`src/hdl/lnv_pkg.sv`:
```
// types and constants of the layer normalization block
// no dependencies
package lnv_pkg;

   localparam int SAMPLE_W = 16;
   localparam int VLEN_W   = 7;
   localparam int FLOOR_W  = 10;
   localparam int SUM_W    = 22;
   localparam int D_W      = 24;
   localparam int AD_W     = 23;
   localparam int Q_W      = 52;
   localparam int MA_W     = 33;
   localparam int MB_W     = 25;
   localparam int MP_W     = MA_W + MB_W;
   localparam int PROD_SH  = 22;
   localparam int R_W      = 74;
   localparam int QUO_W    = 29;
   localparam int DV_W     = Q_W + QUO_W - 1;
   localparam int K_W      = 15;
   localparam int CNT5_W   = 5;

   localparam logic [0:0] REG_VECTOR_LENGTH  = 1'b0;
   localparam logic [0:0] REG_VARIANCE_FLOOR = 1'b1;

   localparam logic [VLEN_W-1:0]  VLEN_RESET  = 7'd16;
   localparam logic [FLOOR_W-1:0] FLOOR_RESET = 10'd10;

   typedef enum logic [3:0] {
      S_IDLE, S_F0, S_F1, S_F2, S_F3,
      S_VD, S_VAD, S_VSQ, S_VACC,
      S_OD, S_OAD, S_OM1, S_OM2, S_ODIV, S_OWAIT
   } state_type;

   typedef enum logic [1:0] {RT_IDLE, RT_DIV, RT_SQRT} root_state_type;

   typedef struct packed {
      logic             start;
      logic [R_W-1:0]   dividend;
      logic [Q_W-1:0]   divisor;
   } root_req_type;

   typedef struct packed {
      logic             done;
      logic [K_W-1:0]   k;
   } root_rsp_type;

endpackage

```
`src/hdl/layer_norm_vector_top.sv`:
```
// Layer normalization over a vector of signed Q5.10 samples, no gain or bias.
// Samples load one per cycle while busy is low; the sample that completes the
// vector raises busy. The block then works out the epsilon term and runs the
// variance pass through the shared multiplier, then computes each result with
// the 29-step divider and 15-step square root of the shared root unit. Results
// leave one per strobe with last on the final one; the receiver cannot stall,
// and busy drops the cycle after the last result. No clearing pass is needed.
// depends on lnv_pkg, lnv_mul, lnv_root
module layer_norm_vector_top #(
   parameter int MAX_LENGTH = 64
) (
   input  logic                                 clock,
   input  logic                                 reset,
   input  logic                                 start,
   output logic                                 busy,
   input  logic signed [lnv_pkg::SAMPLE_W-1:0]  req_sample,
   output logic                                 rsp_strobe,
   output logic signed [lnv_pkg::SAMPLE_W-1:0]  rsp_normalized,
   output logic                                 rsp_last,
   input  logic                                 psel,
   input  logic                                 penable,
   input  logic                                 pwrite,
   input  logic [2:0]                           paddr,
   input  logic [31:0]                          pwdata,
   output logic [31:0]                          prdata,
   output logic                                 pready
);
   import lnv_pkg::*;

   localparam int CNT_W = $clog2(MAX_LENGTH + 1);
   localparam int IDX_W = $clog2(MAX_LENGTH);

   // configuration registers
   logic [VLEN_W-1:0]  vlen_ff;
   logic [FLOOR_W-1:0] floor_ff;
   logic               csr_write;

   assign pready    = 1'b1;
   assign csr_write = psel & penable & pwrite & pready;

   always_ff @(posedge clock) begin
      if (reset) begin
         vlen_ff  <= VLEN_RESET;
         floor_ff <= FLOOR_RESET;
      end else if (csr_write) begin
         if (paddr[2] == REG_VECTOR_LENGTH) begin
            vlen_ff <= pwdata[VLEN_W-1:0];
         end else begin
            floor_ff <= pwdata[FLOOR_W-1:0];
         end
      end
   end

   assign prdata = (paddr[2] == REG_VARIANCE_FLOOR) ? {{(32-FLOOR_W){1'b0}}, floor_ff}
                                                    : {{(32-VLEN_W){1'b0}}, vlen_ff};

   // sequencer and datapath registers
   state_type             state_ff, state_in;
   logic [CNT_W-1:0]      fill_ff, fill_in;
   logic signed [SUM_W-1:0] sum_ff, sum_in;
   logic [CNT_W-1:0]      n_ff, n_in;
   logic [IDX_W-1:0]      idx_ff, idx_in;
   logic [Q_W-1:0]        q_ff, q_in;
   logic signed [D_W-1:0] d_ff, d_in;
   logic                  last_ff, last_in;
   logic                  strobe_ff, strobe_in;
   logic signed [SAMPLE_W-1:0] norm_ff, norm_in;
   logic                  rlast_ff, rlast_in;

   logic signed [SAMPLE_W-1:0] mem [MAX_LENGTH];
   logic signed [SAMPLE_W-1:0] rdata_ff;
   logic                  mem_we;

   logic signed [MA_W-1:0] mul_a;
   logic signed [MB_W-1:0] mul_b;
   logic signed [MP_W-1:0] prod;
   root_req_type          root_req;
   root_rsp_type          root_rsp;

   logic [VLEN_W-1:0]     len_clip;
   logic [CNT_W-1:0]      eff_len;
   logic [CNT_W-1:0]      fill_next;
   logic [AD_W-1:0]       ad;
   logic [SAMPLE_W-1:0]   kmag;
   logic                  accept;

   // sample store
   always_ff @(posedge clock) begin
      if (mem_we) begin
         mem[fill_ff[IDX_W-1:0]] <= req_sample;
      end
      rdata_ff <= mem[idx_ff];
   end

   lnv_mul u_mul (
      .clock (clock),
      .a     (mul_a),
      .b     (mul_b),
      .p_ff  (prod)
   );

   lnv_root u_root (
      .clock (clock),
      .reset (reset),
      .req   (root_req),
      .rsp   (root_rsp)
   );

   always_ff @(posedge clock) begin
      if (reset) begin
         state_ff  <= S_IDLE;
         fill_ff   <= '0;
         sum_ff    <= '0;
         strobe_ff <= 1'b0;
      end else begin
         state_ff  <= state_in;
         fill_ff   <= fill_in;
         sum_ff    <= sum_in;
         strobe_ff <= strobe_in;
      end
   end

   always_ff @(posedge clock) begin
      n_ff     <= n_in;
      idx_ff   <= idx_in;
      q_ff     <= q_in;
      d_ff     <= d_in;
      last_ff  <= last_in;
      norm_ff  <= norm_in;
      rlast_ff <= rlast_in;
   end

   // effective vector length
   assign len_clip  = (vlen_ff > VLEN_W'(MAX_LENGTH)) ? VLEN_W'(MAX_LENGTH) : vlen_ff;
   assign eff_len   = (vlen_ff == '0) ? CNT_W'(1) : CNT_W'(len_clip);
   assign fill_next = fill_ff + 1'b1;
   assign accept    = start & ~busy;
   assign mem_we    = accept;
   assign ad        = d_ff[D_W-1] ? AD_W'(-d_ff) : AD_W'(d_ff);
   assign kmag      = {1'b0, root_rsp.k};

   // next state and operand selection
   always_comb begin
      state_in  = state_ff;
      fill_in   = fill_ff;
      sum_in    = sum_ff;
      n_in      = n_ff;
      idx_in    = idx_ff;
      q_in      = q_ff;
      d_in      = d_ff;
      last_in   = last_ff;
      strobe_in = 1'b0;
      norm_in   = norm_ff;
      rlast_in  = rlast_ff;
      mul_a     = {{(MA_W-SAMPLE_W){rdata_ff[SAMPLE_W-1]}}, rdata_ff};
      mul_b     = {{(MB_W-CNT_W){1'b0}}, n_ff};
      root_req.start    = 1'b0;
      root_req.dividend = {prod[R_W-PROD_SH-1:0], {PROD_SH{1'b0}}};
      root_req.divisor  = q_ff;
      case (state_ff)
         S_IDLE: begin
            if (accept) begin
               sum_in = sum_ff + SUM_W'(req_sample);
               if (fill_next < eff_len) begin
                  fill_in = fill_next;
               end else begin
                  n_in     = fill_next;
                  idx_in   = '0;
                  state_in = S_F0;
               end
            end
         end
         // epsilon term: floor * n^3
         S_F0: begin
            mul_a    = {{(MA_W-FLOOR_W){1'b0}}, floor_ff};
            state_in = S_F1;
         end
         S_F1: begin
            mul_a    = prod[MA_W-1:0];
            state_in = S_F2;
         end
         S_F2: begin
            mul_a    = prod[MA_W-1:0];
            state_in = S_F3;
         end
         S_F3: begin
            q_in     = prod[Q_W-1:0];
            state_in = S_VD;
         end
         // variance pass: q += (n*x - s)^2
         S_VD: begin
            state_in = S_VAD;
         end
         S_VAD: begin
            d_in     = prod[D_W-1:0] - D_W'(sum_ff);
            last_in  = (idx_ff == IDX_W'(n_ff - 1'b1));
            idx_in   = (idx_ff == IDX_W'(n_ff - 1'b1)) ? '0 : idx_ff + 1'b1;
            state_in = S_VSQ;
         end
         S_VSQ: begin
            mul_a    = {{(MA_W-AD_W){1'b0}}, ad};
            mul_b    = {{(MB_W-AD_W){1'b0}}, ad};
            state_in = S_VACC;
         end
         S_VACC: begin
            q_in     = q_ff + prod[Q_W-1:0];
            state_in = last_ff ? S_OD : S_VD;
         end
         // output pass: k from (ad^2 * n * 2^22) / q
         S_OD: begin
            state_in = S_OAD;
         end
         S_OAD: begin
            d_in     = prod[D_W-1:0] - D_W'(sum_ff);
            last_in  = (idx_ff == IDX_W'(n_ff - 1'b1));
            idx_in   = idx_ff + 1'b1;
            state_in = S_OM1;
         end
         S_OM1: begin
            mul_a    = {{(MA_W-AD_W){1'b0}}, ad};
            state_in = S_OM2;
         end
         S_OM2: begin
            mul_a    = prod[MA_W-1:0];
            mul_b    = {{(MB_W-AD_W){1'b0}}, ad};
            state_in = S_ODIV;
         end
         S_ODIV: begin
            root_req.start = (ad != '0);
            state_in       = S_OWAIT;
         end
         S_OWAIT: begin
            if (ad == '0 || root_rsp.done) begin
               strobe_in = 1'b1;
               rlast_in  = last_ff;
               if (ad == '0) begin
                  norm_in = '0;
               end else begin
                  norm_in = d_ff[D_W-1] ? -kmag : kmag;
               end
               if (last_ff) begin
                  fill_in  = '0;
                  sum_in   = '0;
                  state_in = S_IDLE;
               end else begin
                  state_in = S_OD;
               end
            end
         end
         default: state_in = S_IDLE;
      endcase
   end

   assign busy           = (state_ff != S_IDLE) | strobe_ff;
   assign rsp_strobe     = strobe_ff;
   assign rsp_normalized = norm_ff;
   assign rsp_last       = rlast_ff;

endmodule

```
`src/hdl/lnv_mul.sv`:
```
// shared signed multiplier with registered product
// depends on lnv_pkg
module lnv_mul (
   input  logic                            clock,
   input  logic signed [lnv_pkg::MA_W-1:0] a,
   input  logic signed [lnv_pkg::MB_W-1:0] b,
   output logic signed [lnv_pkg::MP_W-1:0] p_ff
);
   import lnv_pkg::*;

   logic signed [MP_W-1:0] p_in;

   // one product per cycle
   assign p_in = a * b;

   always_ff @(posedge clock) begin
      p_ff <= p_in;
   end

endmodule

```
`src/hdl/lnv_root.sv`:
```
// iterative unit: restoring divide, then bit-wise integer square root
// depends on lnv_pkg; returns k = floor((isqrt(dividend/divisor)+1)/2)
module lnv_root (
   input  logic                  clock,
   input  logic                  reset,
   input  lnv_pkg::root_req_type req,
   output lnv_pkg::root_rsp_type rsp
);
   import lnv_pkg::*;

   root_state_type     state_ff, state_in;
   logic [R_W-1:0]     rem_ff, rem_in;
   logic [DV_W-1:0]    dv_ff, dv_in;
   logic [QUO_W-1:0]   quo_ff, quo_in;
   logic [QUO_W-1:0]   res_ff, res_in;
   logic [QUO_W-1:0]   bit_ff, bit_in;
   logic [CNT5_W-1:0]  cnt_ff, cnt_in;
   logic               done_ff, done_in;
   logic [K_W-1:0]     k_ff, k_in;
   logic [QUO_W-1:0]   trial;
   logic [QUO_W-1:0]   res_next;

   // control registers
   always_ff @(posedge clock) begin
      if (reset) begin
         state_ff <= RT_IDLE;
         done_ff  <= 1'b0;
      end else begin
         state_ff <= state_in;
         done_ff  <= done_in;
      end
   end

   // datapath registers
   always_ff @(posedge clock) begin
      rem_ff <= rem_in;
      dv_ff  <= dv_in;
      quo_ff <= quo_in;
      res_ff <= res_in;
      bit_ff <= bit_in;
      cnt_ff <= cnt_in;
      k_ff   <= k_in;
   end

   // one divide or root step per cycle
   always_comb begin
      state_in = state_ff;
      rem_in   = rem_ff;
      dv_in    = dv_ff;
      quo_in   = quo_ff;
      res_in   = res_ff;
      bit_in   = bit_ff;
      cnt_in   = cnt_ff;
      done_in  = 1'b0;
      k_in     = k_ff;
      trial    = res_ff + bit_ff;
      res_next = res_ff >> 1;
      case (state_ff)
         RT_IDLE: begin
            if (req.start) begin
               rem_in   = req.dividend;
               dv_in    = {req.divisor, {(QUO_W-1){1'b0}}};
               quo_in   = '0;
               cnt_in   = CNT5_W'(QUO_W - 1);
               state_in = RT_DIV;
            end
         end
         RT_DIV: begin
            if ({{(DV_W-R_W){1'b0}}, rem_ff} >= dv_ff) begin
               rem_in = rem_ff - dv_ff[R_W-1:0];
               quo_in = {quo_ff[QUO_W-2:0], 1'b1};
            end else begin
               quo_in = {quo_ff[QUO_W-2:0], 1'b0};
            end
            dv_in  = dv_ff >> 1;
            cnt_in = cnt_ff - 1'b1;
            if (cnt_ff == '0) begin
               res_in   = '0;
               bit_in   = {1'b1, {(QUO_W-1){1'b0}}};
               state_in = RT_SQRT;
            end
         end
         RT_SQRT: begin
            if (quo_ff >= trial) begin
               quo_in   = quo_ff - trial;
               res_next = (res_ff >> 1) + bit_ff;
            end
            res_in = res_next;
            bit_in = bit_ff >> 2;
            if (bit_ff == QUO_W'(1)) begin
               k_in     = K_W'((res_next + 1'b1) >> 1);
               done_in  = 1'b1;
               state_in = RT_IDLE;
            end
         end
         default: state_in = RT_IDLE;
      endcase
   end

   assign rsp.done = done_ff;
   assign rsp.k    = k_ff;

endmodule

```
`config.mk`:
```
export PLATFORM = sky130hd
export DESIGN_NAME = layer_norm_vector_top
export DESIGN_NICKNAME = d
export VERILOG_FILES = /design/src/hdl/lnv_pkg.sv /design/src/hdl/layer_norm_vector_top.sv /design/src/hdl/lnv_mul.sv /design/src/hdl/lnv_root.sv
export SDC_FILE = /design/constraint.sdc
export NUM_CORES = 2
export LEC_CHECK = 0
export ABC_AREA = 1
export BUFFER_PORTS_ARGS = -buffer_cell sky130_fd_sc_hd__buf_2
export CORE_MARGIN = 10
export CORE_UTILIZATION = 56
export DETAILED_ROUTE_END_ITERATION = 12
export PLACE_DENSITY = 0.72
export SLEW_MARGIN = 20
export SYNTH_ARGS = -nofsm -noshare
export SYNTH_HDL_FRONTEND = slang
export SYNTH_SLANG_ARGS = --single-unit
```
`constraint.sdc`:
```
create_clock -name clock -period 22.3 [get_ports clock]
set_input_delay 0 -clock clock [delete_from_list [all_inputs] [get_ports clock]]
set_output_delay 0 -clock clock [all_outputs]
set_load 0.005 [all_outputs]
```
==> reports/metrics.yaml <==
global_route:
  grt-ovfl-total: 0
  grt_pass1_wl_mm: 472
  grt_util_met1_pct: 41.2
  busiest_layer: "met2"
  antenna_found_initial: 6
  grt_max_degree: 217
  grt_pass1_vias: 78609
  use_met3_pct: 5.54
  grtUsageTotal_pct: 31.0
  grt_use_met2_pct: 49.5
route:
  antenna_left: 0
  vias: 80184
  drc: 0
  first_pass_iters: 8
  avgViaCountPerCell: 5.95
  drt_iter0_drc: 8775
  wl_per_cell_um: 23.2
  routed_wirelength_mm: 312
timing:
  period_share_pct: 45.9
  fin_crit_ns: 10.24
  tightest_slew_ns: 1.15
  hold_violations: 0
  slew_viol_final: 0
  fin_tns_setup_ns: 0
  max_slew_margin_pct: 22.6
  setup_viol: 0
  clock_skew_ns: 0.0802
  rsz0062_at_grt: "no"
  fmax_ghz: 0.0977
job:
  cap_violations: 0
synthesis:
  yosysWarnings: 0
  synth_cell_types: 70
  ys_seq_area_share_pct: 43.6
  synthCells: 10937
  synth_edf_count: 1378
  avgSynthCellArea_sq_um: 9.20
  syn_area_sq_mm: 0.101
  synth_top_flop_cell: "edfxtp_1"
  synthArstFlopShare_pct: 0
  synth_seq_cells: 1500
clock_tree:
  cts.clk_slew.worst_paths_ns: 0.07
  numClockSinks: 1500
  cts-htree-levels: 4
  cts-root-buf: "clkbuf_16"
  clk_latency_ns: 0.89
  cts_max_path_buffers: 3
  cts_tree: "done"
  cts_made_buffers: 160
floorplan:
  pin_count: 109
  floorplan.rows: 155
  coreArea_sq_mm: 0.179
  die_h_um: 444
  initial_core_util_pct: 56.3
  die_w_um: 444
  die-area_sq_mm: 0.197
finish:
  nets: 12153
  areaGrowthSynthToFinish_pct: 9.04
  final_common_cell: "nor2_1"
  drive_gt1_share_pct: 5.37
  final_cell_mix: "nor2_1 (1721), nand2_1 (1608), inv_1 (1577)"
worst_setup_path:
  worst_setup_path_start_kind: "register"
  cp_common_cell: "inv_1"
  crit_path_end_kind: "register"
  crit_path_max_incr_delay_ns: 0.70
  path_max_fanout: 22
  path_class: "register to register"
  cp_slowest_cell: "inv_1"
  worst_ep_arrival_time_ns: 10.97
  worstPathRequired_ns: 23.03
place:
  gp_congestion: 0.980
  io_buffers: 61
  hpwl_mm: 217
outcome:
  outcome: "finished clean"
hold_path:
  min_path_type: "input port to register"
## final timing paths
check / cells past startpoint / from / slack (ns) / to
hold / removal: 2 / req_sample[4] / 0.09 / mem[51][4]$_DFFE_PP_
setup reg to reg: 33 / state_ff[2]$_SDFFE_PP0P_ / 12.06 / u_mul.p_ff[50]$_DFF_P_
setup / recovery: 33 / state_ff[2]$_SDFFE_PP0P_ / 12.06 / u_mul.p_ff[50]$_DFF_P_
hold reg to reg: 2 / sum_ff[18]$_SDFFE_PP0P_ / 0.49 / sum_ff[18]$_SDFFE_PP0P_
## cell families (layout without fill, tap and decap cells)
logic type / after synthesis / in the layout / synth area share, %
other: 2 / 24 / 0.00746
DFF: 1500 / 1500 / 43.6
and+or+nand+nor: 3878 / 3878 / 15.5
xor gates and xnor gates: 213 / 213 / 1.85
buffers and inverters: 2058 / 2213 / 7.83
AOI/OAI and AO/OA: 2171 / 2171 / 11.9
adders and majority gates: 1115 / 1115 / 19.3
## per-layer routing
layer / routed length (um) / vias to the layer above
met3: 29300 / 826
met1: 122000 / 39077
met2: 143000 / 4082
met5: 28 / -
met4: 17100 / 4
li1: - / 36195
## through the flow
stage	util [%]	hold WS, ns	cell area [sq um]	worst slack, ns	cells
finish	61.4	0.0920	110000	12.06	13469
global route	61.4	0.0825	110000	11.63	13468
CTS	61.4	0.0320	110000	12.40	13467
detailed placement	58.0	0.236	104000	12.41	13118
global placement	58.0	0.228	104000	12.55	13118
floorplan	-	0.0833	101000	14.93	10958
## cell usage after synthesis, drive strengths merged, types with 6 or more instances
library cell	number	area share [%]
or2	52	0.32
nand2	1615	6.0
fa	729	15
edfxtp	1378	41
a31oi	51	0.32
ha	386	4.8
a21oi	481	2.4
nor3	57	0.30
o21a	23	0.17
and3	7	0.044
dfxtp	122	2.4
nand3	286	1.5
xor2	127	1.1
nor3b	7	0.057
a211oi	7	0.052
nand3b	16	0.12
nor2	1740	6.5
o21ai	1130	5.6
o22ai	277	1.7
o211ai	32	0.24
xnor2	86	0.75
clkbuf	371	1.4
buf	72	0.43
nor4	23	0.15
o21bai	36	0.27
a21o	33	0.25
o221ai	43	0.37
o32ai	7	0.061
o31ai	6	0.045
clkinv	26	0.097
inv	1589	5.9
a21boi	14	0.10
nand4	68	0.44
## worst max-delay path, delay by kind of cell (launching register included)
| family | cells | cell delay (ns) |
|---|---|---|
| xor+xnor | 1 | 0.28 |
| fa+ha+maj | 8 | 4.08 |
| flops | 1 | 0.33 |
| compound gates | 1 | 0.11 |
| simple gates | 13 | 3.52 |
| buf+inv | 10 | 1.74 |
## registers in the layout (all words and copies together) (netlist names), 5 cells and up
signal and cells:
n_ff 7, q_ff 52, d_ff 24, u_root.dv_ff 80, u_root.res_ff 29, floor_ff 10, u_root.quo_ff 29, u_mul.p_ff 52
rsp_normalized 16, mem 1024, vlen_ff 7, u_root.k_ff 15, u_root.bit_ff 15, u_root.cnt_ff 5, rdata_ff 16, idx_ff 6
fill_ff 7, u_root.rem_ff 74, sum_ff 22
## layout make-up
class / count / area, sq um
tap: 2355 / 2950
multi-input combinational: 7400 / 49100
clock inverter: 99 / 1270
timing repair buffer: 304 / 2350
sequential: 1500 / 43800
inverter: 1615 / 6080
clock buffer: 195 / 4180
antenna: 1 / 2.50
fill: 14874 / 68900
## timing repair
item | CTS | global route
hold buffers | 55 | 0
endpoints found under the hold margin | 883 | 0
buffers inserted | 0 | 0
endpoints found under the setup margin | 0 | 0
gates resized for setup | 0 | 0
Power is left out: the tool's default activity adds up to more than one toggle a clock period on the data nets, which glitch-free logic cannot reach.
